<file path="src/sv/cppf_pkg.sv">
// cppf_pkg: types, widths and register codes for class_probability_product_fusion.
// No dependencies; imported by every module of the block.
`default_nettype none
package cppf_pkg;

    localparam int MAX_CLASSES = 32;
    localparam int SCORE_BITS  = 16;

    localparam int IDX_W    = $clog2(MAX_CLASSES);
    localparam int CNT_W    = $clog2(MAX_CLASSES + 1);
    localparam int SUM_W    = SCORE_BITS + IDX_W;
    localparam int PROD_W   = 2 * SCORE_BITS;
    localparam int PTOT_W   = PROD_W + IDX_W;
    localparam int V_W      = SCORE_BITS + SUM_W + 1;
    localparam int VTOT_W   = V_W + IDX_W;
    localparam int NB_W     = V_W + CNT_W;
    localparam int DIFF_W   = (NB_W > VTOT_W + 1) ? NB_W : VTOT_W + 1;
    localparam int DEN_W    = VTOT_W + CNT_W;
    localparam int Q_W      = 10;
    localparam int NUM_W    = DIFF_W + Q_W;
    localparam int CAND_W   = DEN_W + Q_W;
    localparam int MEM_AW   = IDX_W + 1;
    localparam int LABEL_W  = 8;
    localparam int CFG_W    = 64;
    localparam int CFG_IW   = 3;

    typedef enum logic [CFG_IW-1:0] {
        REG_LABELS_0 = 3'd0,
        REG_LABELS_1 = 3'd1,
        REG_LABELS_2 = 3'd2,
        REG_LABELS_3 = 3'd3,
        REG_CROP_MASK = 3'd4
    } cfg_reg_t;

    typedef struct packed {
        logic [SCORE_BITS-1:0] prob_first;
        logic [SCORE_BITS-1:0] prob_second;
        logic                  last_class;
    } in_item_t;

    typedef struct packed {
        logic               crop_mask;
        logic [Q_W-1:0]     mask_quality;
        logic [LABEL_W-1:0] crop_type;
        logic [Q_W-1:0]     type_quality;
        logic               invalid;
    } out_item_t;

    // one finished pixel, handed from front to back
    typedef struct packed {
        logic [SUM_W-1:0]  sum_first;
        logic [SUM_W-1:0]  sum_second;
        logic [PTOT_W-1:0] product_total;
        logic [PTOT_W-1:0] product_crop_total;
        logic [PROD_W-1:0] best_product;
        logic [IDX_W-1:0]  best_index;
        logic [CNT_W-1:0]  class_count;
        logic              overflow;
        logic              bank;
    } pixel_desc_t;

endpackage
`default_nettype wire

</file>
<file path="src/sv/cppf_desc_fifo.sv">
// cppf_desc_fifo: two-entry queue of pixel descriptors between front and back.
// Depends on cppf_pkg.
`default_nettype none
module cppf_desc_fifo
    import cppf_pkg::*;
(
    input  wire logic        clk,
    input  wire logic        rst_n,
    input  wire logic        wr_en,
    input  wire pixel_desc_t wr_data,
    input  wire logic        rd_en,
    output pixel_desc_t      rd_data,
    output logic             full,
    output logic             empty
);

    pixel_desc_t entry_reg [2];
    logic        wp_reg, rp_reg;
    logic [1:0]  cnt_reg;

    assign full    = (cnt_reg == 2'd2);
    assign empty   = (cnt_reg == 2'd0);
    assign rd_data = entry_reg[rp_reg];

    always_ff @(posedge clk)
    begin
        if (wr_en)
            entry_reg[wp_reg] <= wr_data;
    end

    always_ff @(posedge clk or negedge rst_n)
    begin
        if (!rst_n)
        begin
            wp_reg  <= 1'b0;
            rp_reg  <= 1'b0;
            cnt_reg <= 2'd0;
        end
        else
        begin
            if (wr_en)
                wp_reg <= ~wp_reg;
            if (rd_en)
                rp_reg <= ~rp_reg;
            cnt_reg <= cnt_reg + {1'b0, wr_en} - {1'b0, rd_en};
        end
    end

endmodule
`default_nettype wire

</file>
<file path="config.mk">
export PLATFORM = sky130hd
export DESIGN_NAME = cppf_desc_fifo
export DESIGN_NICKNAME = d
export VERILOG_FILES = /design/src/sv/cppf_pkg.sv /design/src/sv/cppf_desc_fifo.sv
export SDC_FILE = /design/constraint.sdc
export NUM_CORES = 1
export LEC_CHECK = 0
export ABC_AREA = 1
export BUFFER_PORTS_ARGS = -buffer_cell sky130_fd_sc_hd__buf_2
export CORE_MARGIN = 2
export CORE_UTILIZATION = 40
export DETAILED_ROUTE_END_ITERATION = 16
export PLACE_DENSITY = 0.69
export SYNTH_ARGS = -nofsm -noshare
export SYNTH_HDL_FRONTEND = slang
export SYNTH_SLANG_ARGS = --single-unit
</file>
<file path="constraint.sdc">
create_clock -name clk -period 20.4 [get_ports clk]
set_input_delay 6.12 -clock clk [delete_from_list [all_inputs] [get_ports clk]]
set_output_delay 6.12 -clock clk [all_outputs]
set_load 0.01 [all_outputs]
</file>
* Yosys cells after proc, flatten, opt, wreduce, memory -nomap -nowiden
Memories as Yosys holds them, arrays and structs flattened.
Index checks and enable logic that the tools add are counted.
** Word-level totals
- Register bits after elaboration :: 4
- RAM bits :: 322
- Input port bits :: 165
- Output and inout port bits :: 163
- Word-level logic and storage cells :: 12
- Memories kept :: 1
** Memories
- entry_reg :: words 2, width 161, rd ports 1, clocked after memory_dff 0, wr ports 1, line cppf_desc_fifo.sv:17 : pixel_desc_t entry_reg [2];
** Operators by class
- Add/subtract/negate cells :: 2
- Equal/unequal tests :: 1
- Muxes and demuxes :: 2
- Bitwise logic cells :: 2
- Reductions and logical operators :: 1
** Operators by type and width (count)
- $add A2 B1 Y2 :: 1
- $eq A2 B2 Y1 const B :: 1
- $logic_not A2 Y1 :: 1
- $mux W1 :: 2
- $not A1 Y1 :: 2
- $sub A2 B1 Y2 :: 1

* Logic depth before layout (Yosys ltp)
- Depth after elaboration :: 2
- Gate-level depth with buffers :: 7
- Mapped depth without buffers :: 7

* Worst setup path before layout
Ideal clock, no wire load.
- Path kind :: in2reg
- From :: in wr_en
- To :: mem entry_reg[0][0] in the netlist's numbering, enable pin
- Library setup time :: 0.688 ns
- Data arrival time :: 12.891 ns
- Data required time :: 19.712 ns
- Slack :: 6.821 ns
- Cell stages on the path :: 2
- Buffers on the path :: 0
- Cell sequence :: inv_1 -> nor2_1
** On the way
- Word-level cells in the longest chain between the ends :: 2
** Ends and longest elaborated chain
- from (decl) :: line cppf_desc_fifo.sv:9 : input wire logic wr_en,
- $mux W1 :: line cppf_desc_fifo.sv:27 : if (wr_en)
- $mux W1 (not written as such) :: line cppf_desc_fifo.sv:28 : entry_reg[wp_reg] <= wr_data;
- to (decl) :: line cppf_desc_fifo.sv:17
Every way passes these cells.

==> results list <==
* Most frequent standard cell in the layout excluding fill and tap cells: buf_2
- Final setup viols: 0
- In this run switching power makes up approximately a third of total power.
- Per report_power, the clock group accounts for a little over a quarter of the total.
* Clock Skews: around 0.019 ns
- Unrepaired setup endpoints after global routing: false
- The number of global-route vias before repair came to between 7000 and 8000.
* Ratio of cells with drive above 1 in the final layout: between 40% and 50%
- Die width: 182 um
* DRC violation total after the first TritonRoute iteration: 418
- The number of nets handed over by synthesis was slightly above 1000.
- The worst setup path is launched from a flip-flop.
- The die is between 150 and 200 um tall.
* Longest Clk Path Bufs: 3
* Routed Wire Length: approximately 25000 um
* Path depth of the worst reg2reg path: 3
* Seq. cell area: about 9800 um^2
* Max capacitance violation total: 0
- Area of the mapped netlist: roughly 13000 um^2
- The number of hold violations in the final report came to 0.
* Number of standard cells after synthesis: around 870
- Overall routing resource usage: 14.9%
* Status: finished, final reports clean
- In the final layout, the multi-input gates occupy 1910 um^2.
* Power Total: between 2 and 2.5 mW
- Subtracting the final worst setup slack from the clock period gives around 9.9 ns.
- Remaining design rule violation count: 0
- The first global-routing pass estimated ~39000 um of wire.
- Power share of the combinational group: between 20 and 30%
- Using the TritonRoute via totals, the vias-per-cell ratio works out to 4.54.
* Worst hold path cell count: 1
- Sequential cells account for a little over two fifths of the total power.
- Num Clock Sinks: 326
* Core ar.: roughly 31000 um^2
- Number of resized instances in the post-cts repair step: 0
- Flip-flop count of the largest register, all copies and words added: about 320
- Clk_lat worst skew: 0.50 ns
* Seq/Total Area, Yosys: between 70% and 80%
* Pleak: roughly 6.6 nW
* Half-perimeter wire length after detailed placement: roughly 17000 um
- In this run, distinct cell masters in the synthesized netlist total 16.
- The tree is rooted in a clkbuf_16.
* Final design utilization: about half
- Most frequent cells in the layout: buf_2, edfxtp_1, inv_1, nand2_1, o21ai_2
* Final critical-path share of the clock period: between 40% and 50%
- Layout Area Growth over Synthesis: 23.4%
* Maximum fanout count along the critical path: 92
- During synthesis, Yosys emitted a total of 0 warnings.
- Static timing analysis puts the maximum clock frequency at about 100 MHz.
- Kind of end point of the critical path: output port
* Nets: 1369
- Dividing the detail-routed wire length by the instance count gives roughly 15 um.
- Buffers inserted to repair hold after CTS numbered 0.
- Cts bufs inserted: 36
* Total of buffers placed on input and output ports: ~330
- Data arrival time of the critical path: 3.74 ns
* Internal power summed over all cells: 1.47 mW
- The critical path is of the reg2out type.
* Final number of max-transition violations: 0
* Worst max-slew margin expressed relative to the limit: 33.3%
* Number of storage elements in the synthesis netlist: around 330
* Number of routed nets with antenna violations: 0
- For the pin with the worst max-slew slack, the measured transition is approximately 1 ns.
- The H-tree was split into 2 levels.
* Syn Area/Cell: roughly 15 um^2
- The congestion estimate from routability-driven global placement came to between 0.7 and 0.8.
- between 300 and 400 I/O pins were placed.
- The initial antenna violation count is 5.
- In this run the worst hold path is classified as reg2reg.
- Residual overflow from global routing: 0
- TritonCTS built the clock tree.
* CTS clk-pin slew, worst paths: approximately 0.060 ns
- At the worst endpoint, the required time is 14.28 ns.
- Summed over all failing endpoints, the final setup total negative slack is 0 ns.
- Fill cells in the final layout number 2728.
- In this run the power density over the cells is ~140 nW/um^2.
- For this block, the via count after detailed routing is around 7400.
- Maximum number of pins on one net before global-route repair: about 100
- Once the clock tree was built, the setup fixing pass inserted 0 buffers.
* Initial cell density of the core: between 40% and 50%
- First-pass iteration count of the detailed router: 5
- Total net switching power: between 0.7 and 0.8 mW
* Die area: about 33000 um^2
- Largest voltage drop on the vdd net: 0.0953 mV
- Standard-cell row count: 65
-- worst max-delay path: stages (launching register included) --
cell and delay [ns]:
dfrtp_4 0.97, buf_4 0.85, buf_4 0.82, nand2_1 0.16, o21ai_2 0.10, buf_2 0.15
-- routing by layer --
metal	global-route usage [%]	vias to the layer above	wire, um
met3	5.42	57	2270
met2	25.0	255	12300
met5	0	-	26
li1	-	3646	-
met4	5.29	4	654
met1	17.7	3454	9800
-- path summary, 6_finish.rpt --
check	to	from	slack, ns
max	rd_data[73]	rp_reg$_DFFE_PN0P_	10.54
min	wp_reg$_DFFE_PN0P_	wp_reg$_DFFE_PN0P_	0.56
max reg2reg	entry_reg[1][103]$_DFFE_PP_	wp_reg$_DFFE_PN0P_	17.89
min reg2reg	wp_reg$_DFFE_PN0P_	wp_reg$_DFFE_PN0P_	0.56
max in group asynchronous	rp_reg$_DFFE_PN0P_	rst_n	14.85
min in group asynchronous	cnt_reg[1]$_DFF_PN0_	rst_n	5.41
-- final cells by class --
class,instances,area share (%)
tap,402,3.22
multi-input combinational,336,12.2
antenna,2,0.0320
sequential,326,62.5
inverter,168,4.07
clock inverter,18,0.785
timing repair buffer,334,10.8
clock buffer,46,6.33
-- metrics by stage --
| step | cells | cell area (um^2) | hold WS, ns | setup slack, ns |
|---|---|---|---|---|
| 2_1_floorplan | 866 | 12700 | 0.463 | 6.82 |
| 3_5_place_dp | 1566 | 14500 | 0.551 | 11.03 |
| 5_1_grt | 1631 | 15600 | 0.597 | 10.17 |
| 3_3_place_gp | 1566 | 14500 | 0.531 | 11.10 |
| 6_report | 1632 | 15600 | 0.555 | 10.54 |
| 4_1_cts | 1630 | 15600 | 0.557 | 10.48 |
-- cell usage after synthesis --
| cell | instances | share of area [%] |
|---|---|---|
| nand2_1 | 167 | 5.0 |
| buf_8 | 1 | 0.12 |
| clkbuf_1 | 4 | 0.12 |
| nor2_1 | 3 | 0.089 |
| buf_6 | 26 | 2.3 |
| clkbuf_2 | 1 | 0.039 |
| o21ai_2 | 110 | 7.6 |
| ha_1 | 2 | 0.20 |
| inv_1 | 168 | 5.0 |
| o21ai_0 | 43 | 1.7 |
| nand3_1 | 1 | 0.039 |
| dfrtp_1 | 4 | 0.79 |
| edfxtp_1 | 322 | 76 |
| buf_4 | 4 | 0.24 |
| xor2_1 | 2 | 0.14 |
| o21ai_1 | 8 | 0.32 |
-- power by group through the flow --
stage,combinational [mW],sequential (mW),clock (mW)
global placement,0.658,0.956,0
global route,0.723,0.959,0.650
floorplan,0.482,0.953,0
finish,0.652,0.945,0.602
detailed placement,0.667,0.960,0
CTS,0.670,0.947,0.620
-- logic make-up after synthesis --
logic type      synth area share [%]
simple gates                    5.08
buf+inv                         7.81
fa+ha+maj                      0.198
xor+xnor                       0.138
compound gates                  9.62
flops                           77.2
No activity file was read; power rests on OpenSTA's default activity.
