**src/sv/cppf_pkg.sv**
```systemverilog
// cppf_pkg: types, widths and register codes for class_probability_product_fusion.
// No dependencies; imported by every module of the block.
`default_nettype none
package cppf_pkg;

    localparam int MAX_CLASSES = 32;
    localparam int SCORE_BITS  = 16;

    localparam int IDX_W    = $clog2(MAX_CLASSES);
    localparam int CNT_W    = $clog2(MAX_CLASSES + 1);
    localparam int SUM_W    = SCORE_BITS + IDX_W;
    localparam int PROD_W   = 2 * SCORE_BITS;
    localparam int PTOT_W   = PROD_W + IDX_W;
    localparam int V_W      = SCORE_BITS + SUM_W + 1;
    localparam int VTOT_W   = V_W + IDX_W;
    localparam int NB_W     = V_W + CNT_W;
    localparam int DIFF_W   = (NB_W > VTOT_W + 1) ? NB_W : VTOT_W + 1;
    localparam int DEN_W    = VTOT_W + CNT_W;
    localparam int Q_W      = 10;
    localparam int NUM_W    = DIFF_W + Q_W;
    localparam int CAND_W   = DEN_W + Q_W;
    localparam int MEM_AW   = IDX_W + 1;
    localparam int LABEL_W  = 8;
    localparam int CFG_W    = 64;
    localparam int CFG_IW   = 3;

    typedef enum logic [CFG_IW-1:0] {
        REG_LABELS_0 = 3'd0,
        REG_LABELS_1 = 3'd1,
        REG_LABELS_2 = 3'd2,
        REG_LABELS_3 = 3'd3,
        REG_CROP_MASK = 3'd4
    } cfg_reg_t;

    typedef struct packed {
        logic [SCORE_BITS-1:0] prob_first;
        logic [SCORE_BITS-1:0] prob_second;
        logic                  last_class;
    } in_item_t;

    typedef struct packed {
        logic               crop_mask;
        logic [Q_W-1:0]     mask_quality;
        logic [LABEL_W-1:0] crop_type;
        logic [Q_W-1:0]     type_quality;
        logic               invalid;
    } out_item_t;

    // one finished pixel, handed from front to back
    typedef struct packed {
        logic [SUM_W-1:0]  sum_first;
        logic [SUM_W-1:0]  sum_second;
        logic [PTOT_W-1:0] product_total;
        logic [PTOT_W-1:0] product_crop_total;
        logic [PROD_W-1:0] best_product;
        logic [IDX_W-1:0]  best_index;
        logic [CNT_W-1:0]  class_count;
        logic              overflow;
        logic              bank;
    } pixel_desc_t;

endpackage
`default_nettype wire

```
**src/sv/cppf_front.sv**
```systemverilog
// cppf_front: accepts class requests, accumulates per-pixel sums, stores scores
// in a two-bank memory and emits a pixel descriptor. Depends on cppf_pkg.
`default_nettype none
module cppf_front
    import cppf_pkg::*;
(
    input  wire logic                    clk,
    input  wire logic                    rst_n,
    input  wire logic                    accept,
    input  wire in_item_t                item,
    input  wire logic [MAX_CLASSES-1:0]  crop_bits,
    output logic                         desc_push,
    output pixel_desc_t                  desc,
    input  wire logic                    rd_en,
    input  wire logic [MEM_AW-1:0]       rd_addr,
    output logic [PROD_W-1:0]            rd_data
);

    logic [PROD_W-1:0] mem [2**MEM_AW];

    logic [CNT_W-1:0]  cnt_reg,   cnt_next;
    logic [SUM_W-1:0]  sum1_reg,  sum1_next;
    logic [SUM_W-1:0]  sum2_reg,  sum2_next;
    logic [PTOT_W-1:0] ptot_reg,  ptot_next;
    logic [PTOT_W-1:0] pcrop_reg, pcrop_next;
    logic [PROD_W-1:0] best_reg,  best_next;
    logic [IDX_W-1:0]  bidx_reg,  bidx_next;
    logic              ovf_reg,   ovf_next;
    logic              bank_reg;
    logic              in_range;
    logic [PROD_W-1:0] prod;
    logic [PROD_W-1:0] rd_data_reg;

    assign in_range = (cnt_reg < CNT_W'(MAX_CLASSES));
    assign prod = PROD_W'(item.prob_first) * PROD_W'(item.prob_second);

    always_comb
    begin
        cnt_next   = cnt_reg;
        sum1_next  = sum1_reg;
        sum2_next  = sum2_reg;
        ptot_next  = ptot_reg;
        pcrop_next = pcrop_reg;
        best_next  = best_reg;
        bidx_next  = bidx_reg;
        ovf_next   = ovf_reg;
        if (in_range)
        begin
            cnt_next  = cnt_reg + 1'b1;
            sum1_next = sum1_reg + SUM_W'(item.prob_first);
            sum2_next = sum2_reg + SUM_W'(item.prob_second);
            ptot_next = ptot_reg + PTOT_W'(prod);
            if (crop_bits[cnt_reg[IDX_W-1:0]])
                pcrop_next = pcrop_reg + PTOT_W'(prod);
            if (prod > best_reg)
            begin
                best_next = prod;
                bidx_next = cnt_reg[IDX_W-1:0];
            end
        end
        else
        begin
            ovf_next = 1'b1;
        end
    end

    assign desc_push = accept && item.last_class;

    always_comb
    begin
        desc.sum_first          = sum1_next;
        desc.sum_second         = sum2_next;
        desc.product_total      = ptot_next;
        desc.product_crop_total = pcrop_next;
        desc.best_product       = best_next;
        desc.best_index         = bidx_next;
        desc.class_count        = cnt_next;
        desc.overflow           = ovf_next;
        desc.bank               = bank_reg;
    end

    always_ff @(posedge clk or negedge rst_n)
    begin
        if (!rst_n)
        begin
            cnt_reg   <= '0;
            sum1_reg  <= '0;
            sum2_reg  <= '0;
            ptot_reg  <= '0;
            pcrop_reg <= '0;
            best_reg  <= '0;
            bidx_reg  <= '0;
            ovf_reg   <= 1'b0;
            bank_reg  <= 1'b0;
        end
        else if (accept)
        begin
            if (item.last_class)
            begin
                cnt_reg   <= '0;
                sum1_reg  <= '0;
                sum2_reg  <= '0;
                ptot_reg  <= '0;
                pcrop_reg <= '0;
                best_reg  <= '0;
                bidx_reg  <= '0;
                ovf_reg   <= 1'b0;
                bank_reg  <= ~bank_reg;
            end
            else
            begin
                cnt_reg   <= cnt_next;
                sum1_reg  <= sum1_next;
                sum2_reg  <= sum2_next;
                ptot_reg  <= ptot_next;
                pcrop_reg <= pcrop_next;
                best_reg  <= best_next;
                bidx_reg  <= bidx_next;
                ovf_reg   <= ovf_next;
            end
        end
    end

    // score store, bank selects the pixel
    always_ff @(posedge clk)
    begin
        if (accept && in_range)
            mem[{bank_reg, cnt_reg[IDX_W-1:0]}] <= {item.prob_first, item.prob_second};
        if (rd_en)
            rd_data_reg <= mem[rd_addr];
    end

    assign rd_data = rd_data_reg;

endmodule
`default_nettype wire

```
**config.mk**
```make
export PLATFORM = sky130hd
export DESIGN_NAME = cppf_front
export DESIGN_NICKNAME = d
export VERILOG_FILES = /design/src/sv/cppf_pkg.sv /design/src/sv/cppf_front.sv
export SDC_FILE = /design/constraint.sdc
export NUM_CORES = 2
export LEC_CHECK = 0
export BUFFER_PORTS_ARGS = -buffer_cell sky130_fd_sc_hd__buf_2
export CAP_MARGIN = 0
export CELL_PAD_IN_SITES_DETAIL_PLACEMENT = 1
export CELL_PAD_IN_SITES_GLOBAL_PLACEMENT = 2
export CORE_MARGIN = 2
export CORE_UTILIZATION = 52
export CTS_CLUSTER_SIZE = 8
export DETAILED_ROUTE_END_ITERATION = 6
export HOLD_SLACK_MARGIN = 0.02
export MAX_ROUTING_LAYER = met4
export PLACE_DENSITY_LB_ADDON = 0.15
export SETUP_SLACK_MARGIN = 0.15
export SLEW_MARGIN = 20
export SYNTH_ARGS = -nofsm -noshare
export SYNTH_HDL_FRONTEND = slang
export SYNTH_SLANG_ARGS = --single-unit
export TNS_END_PERCENT = 10
```
**constraint.sdc**
```tcl
create_clock -name clk -period 21.2 [get_ports clk]
set_input_delay 4.24 -clock clk [delete_from_list [all_inputs] [get_ports clk]]
set_output_delay 4.24 -clock clk [all_outputs]
set_load 0.05 [all_outputs]
```
-- Word level (Yosys, flattened, before mapping)
Memories as Yosys holds them, arrays and structs flattened. A register that Yosys moved wholly into a read port is not among the register bits.
Cells that the tools add are included.
- bits in registers: 161
- bits in latches: 0
- RAM bits: 2048
- bits in read-only memories: 0
- input port bits: 75
- logic and storage cells: 46
- memories kept: 1
- memory list (memory ; depth ; bits a word ; read ports ; clocked after Yosys merged registers in ; wr ports ; line ; RTL):
    mem ; 64 ; 32 ; 1 ; 1 ; 1 ; cppf_front.sv:19 ; logic [PROD_W-1:0] mem [2**MEM_AW];
- add/sub/neg operators: 5
- multipliers: 1
- divide/modulo/power cells: 0
- magnitude comparators: 3
- equal/unequal tests: 0
- shift-type cells: 0
- multiplexer cells: 23
- bitwise gates (word level): 1
- reduce and logical (&&, ||, !) cells: 3
- operators by type and width (kind ; count):
    $mux 37 ; 5
    $mux 32 ; 3
    $mux 21 ; 4
    $add 37x32->37 ; 2
    $add 21x16->21 ; 2
    $gt 32x32->1 ; 1
    $mul 16x16->32 ; 1
    $mux 5 ; 3
    $mux 6 ; 2
    $add 6x1->6 const B ; 1
    $lt 5x6->1 const B ; 1
    $lt 6x6->1 const B ; 1
    $bmux 1 s5 ; 1
    $mux 1 ; 5
    $logic_and 1x1->1 ; 2
    $reduce_and 2->1 ; 1
    $not 1->1 ; 1

-- Longest topological paths before layout
- depth after elaboration: 5
- gate-level depth with buffers: 35
- mapped depth without buffers: 33

-- Worst setup path before layout
Ideal clock, no wire load.
- path kind: input to output
- start point: input port item[2] (netlist bit)
- end point: output port desc[13] (netlist bit)
- data arrival time: 12.470 ns
- data required time: 16.960 ns
- setup slack: 4.490 ns
- cell stages on the path: 29
- path through: clkbuf_1 -> nand2_1 -> fa_1 -> fa_1 -> fa_1 -> fa_1 -> inv_1 -> fa_1 -> inv_1 -> fa_1 -> inv_1 -> ha_1 -> o21a_1 -> o21ai_0 -> a41oi_2 -> o31a_1 -> o211a_1 -> or4b_1 -> a31o_2 -> xnor2_2 -> ha_1 -> nand4_1 -> nor4_1 -> and3_1 -> o31ai_1 -> nand4b_1 -> nand2_1 -> clkbuf_1 -> o21ai_0
- RTL lines (what ; line ; RTL):
    start: declaration ; cppf_front.sv:10 ; input wire in_item_t item,
    end: declaration ; cppf_front.sv:13 ; output pixel_desc_t desc,

==> impl_metrics.json <==
{
  "slew_headroom_pct": 22.72,
  "firstDrtPassIters": 5,
  "cp-start-kind": "input pin",
  "worst_path_max_delay_cell": "xnor2_1",
  "grtUsageTotal_pct": 32.33,
  "grt_pass1_wl_mm": 438.7,
  "h-tree-depth": 5,
  "cts_setup_buffers": 0,
  "maxCapViolCount": 0,
  "drc_errors": 0,
  "gr-total-overflow": 0,
  "slowest_delay_ps": 750,
  "syn_nets": 6092,
  "vias": 56202,
  "top_layer_used": "met4",
  "wire_per_inst_um": 35.22,
  "numCtsBuffers": 332,
  "crit_start": "item[8]",
  "clock_latency_ps": 930,
  "setup_viol": 0,
  "fp.dieW_um": 444.2,
  "syn_to_final_growth_pct": 13.90,
  "io_buffer_count": 268,
  "syn_inst": 5583,
  "coreArea_mm2": 0.1926,
  "viasPerCell": 6.492,
  "wl_met1_mm": 114.6,
  "r2r-start": "cnt_reg[0]$_DFFE_PN0P_",
  "worstPathRequired_ps": 16960,
  "fin_crit_sh_pct": 88.41,
  "antenna_found_initial": 13,
  "seq_area_mm2": 0.06649,
  "clock-sinks": 2241,
  "clk_path_buf_depth": 4,
  "placementRows": 161,
  "die-area_mm2": 0.1973,
  "status": "complete, no violations",
  "hold_viol": 0,
  "fmax_mhz": 53.36,
  "worst_path_most_repeated_cell": "fa_1",
  "fillers": 16781,
  "hold_class": "flop to flop",
  "arrival_ps": 14500,
  "routed_wl_mm": 304.9,
  "rsz0062_at_grt": "no",
  "hpwl_mm": 176.5,
  "async_flop_share_pct": 7.184,
  "grt_max_degree": 152,
  "critPathKind": "input pin to primary output",
  "min_from": "ovf_reg$_DFFE_PN0P_",
  "grt_pass1_vias": 60113,
  "clockRootBuffer": "clkbuf_16",
  "min_period_ps": 18740,
  "drive_gt1_share_pct": 26.59,
  "ctsHoldBuffers": 0,
  "cp_max_fo": 45,
  "finClkSkew_ps": 40.65,
  "finalMaxSlewViolations": 0,
  "ys_seq_area_share_pct": 65.98,
  "end_kind": "primary output",
  "gp_congestion": 0.8488,
  "multi_input_area_mm2": 0.03259,
  "yosys_warnings": 0,
  "yosysTopAreaCell": "edfxtp_1",
  "final_nets": 6593,
  "tns_ps": 0,
  "drtIter0Drc": 6974,
  "start_util_pct": 52.32,
  "cts_resized": 0,
  "tightest_slew_ps": 1159,
  "cts_tree": "done",
  "largest_reg_flops": 2048,
  "die_h_um": 444.2,
  "syn-cell-area_mm2": 0.1008,
  "ios": 269,
  "synth_seq_cells": 2241,
  "yosysTopAreaCellShare_pct": 61.99,
  "routed-wl-met3_mm": 26.82,
  "ys_top_cells_by_area": "edfxtp_1 62%, mux4_2 15%, dfrtp_1 4.0%",
  "synth_ff_type": "edfxtp_1",
  "postSynthAreaPerCell_um2": 18.05,
  "path_clk_slew_ps": 50,
  "drtAntennaViolNets": 0,
  "ys_types": 74,
  "synth_edf_count": 2080,
  "dr_wl_met2_mm": 151.6
}
## final cells by class
class / instances / area share [%]
Antenna cell: 2 / 0.004361
Clock buffer: 367 / 7.435
Clock inverter: 12 / 0.08830
Inverter: 306 / 1.001
Multi-Input combinational cell: 2765 / 28.39
Sequential cell: 2241 / 57.93
Tap cell: 2526 / 2.754
Timing Repair Buffer: 438 / 2.392
## cells in the mapped netlist, types with 114 or more instances
library cell / instances
edfxtp_1: 2080
mux4_2: 661
nand2_1: 333
inv_1: 305
ha_1: 236
fa_1: 198
clkbuf_1: 192
o21ai_0: 180
nor2_1: 167
dfrtp_1: 161
and2_1: 122
a21oi_1: 114
## worst paths after layout
check	endpoint	cells after the start	slack, ps
max	desc[13]	32	2460
min	ovf_reg$_DFFE_PN0P_	2	490
max reg2reg	pcrop_reg[36]$_DFFE_PN0P_	12	17220
min reg2reg	ovf_reg$_DFFE_PN0P_	2	490
max in group asynchronous	cnt_reg[5]$_DFFE_PN0P_	3	15800
min in group asynchronous	pcrop_reg[27]$_DFFE_PN0P_	1	3280
## layer usage
layer	global-route usage [%]	vias to the layer above
met5	-	-
met3	5.556	525
met1	41.76	29941
met2	52.20	2909
met4	11.54	0
li1	-	22827
## cell usage in the layout, fill, tap and decap left out, types with 168 or more instances in the layout
cell type  synthesis  layout
nand2_1          333     332
ha_1             236     236
inv_1            305     304
o21ai_0          180     179
clkbuf_16          0     335
buf_2             22     259
buf_4              3     168
edfxtp_1        2080    2080
fa_1             198     198
mux4_2           661     661
## critical path, delay by kind of cell
kind,cells,cell delay [ps]
xor gates and xnor gates,1,750
adders and majority gates,8,3740
and+or+nand+nor,6,1300
buffers and inverters,8,2070
AOI/OAI and AO/OA,9,2320
## cell families after synthesis
| logic type | after synthesis | share of synthesized area, % |
|---|---|---|
| and+or+nand+nor | 800 | 3.678 |
| DFF | 2241 | 65.98 |
| AOI/OAI and AO/OA | 623 | 4.106 |
| adders and majority gates | 434 | 6.864 |
| xor gates and xnor gates | 134 | 1.172 |
| muxes | 774 | 16.01 |
| buffers and inverters | 577 | 2.189 |
## per-stage QoR
stage / worst slack (ps) / utilization [%] / cells / instance area [um^2] / hold slack (ps)
floorplan: 4490 / - / 5583 / 100800 / 454.5
global placement: 2667 / 55.11 / 8276 / 106100 / 472.4
detailed placement: 2549 / 55.11 / 8276 / 106100 / 478.1
CTS: 2484 / 59.59 / 8655 / 114800 / 491.2
global route: 1963 / 59.60 / 8657 / 114800 / 515.4
finish: 2458 / 59.60 / 8657 / 114800 / 490.0
Power is not shown: default switching activity piles up to over one toggle a cycle in this logic, so the estimate is an artifact.
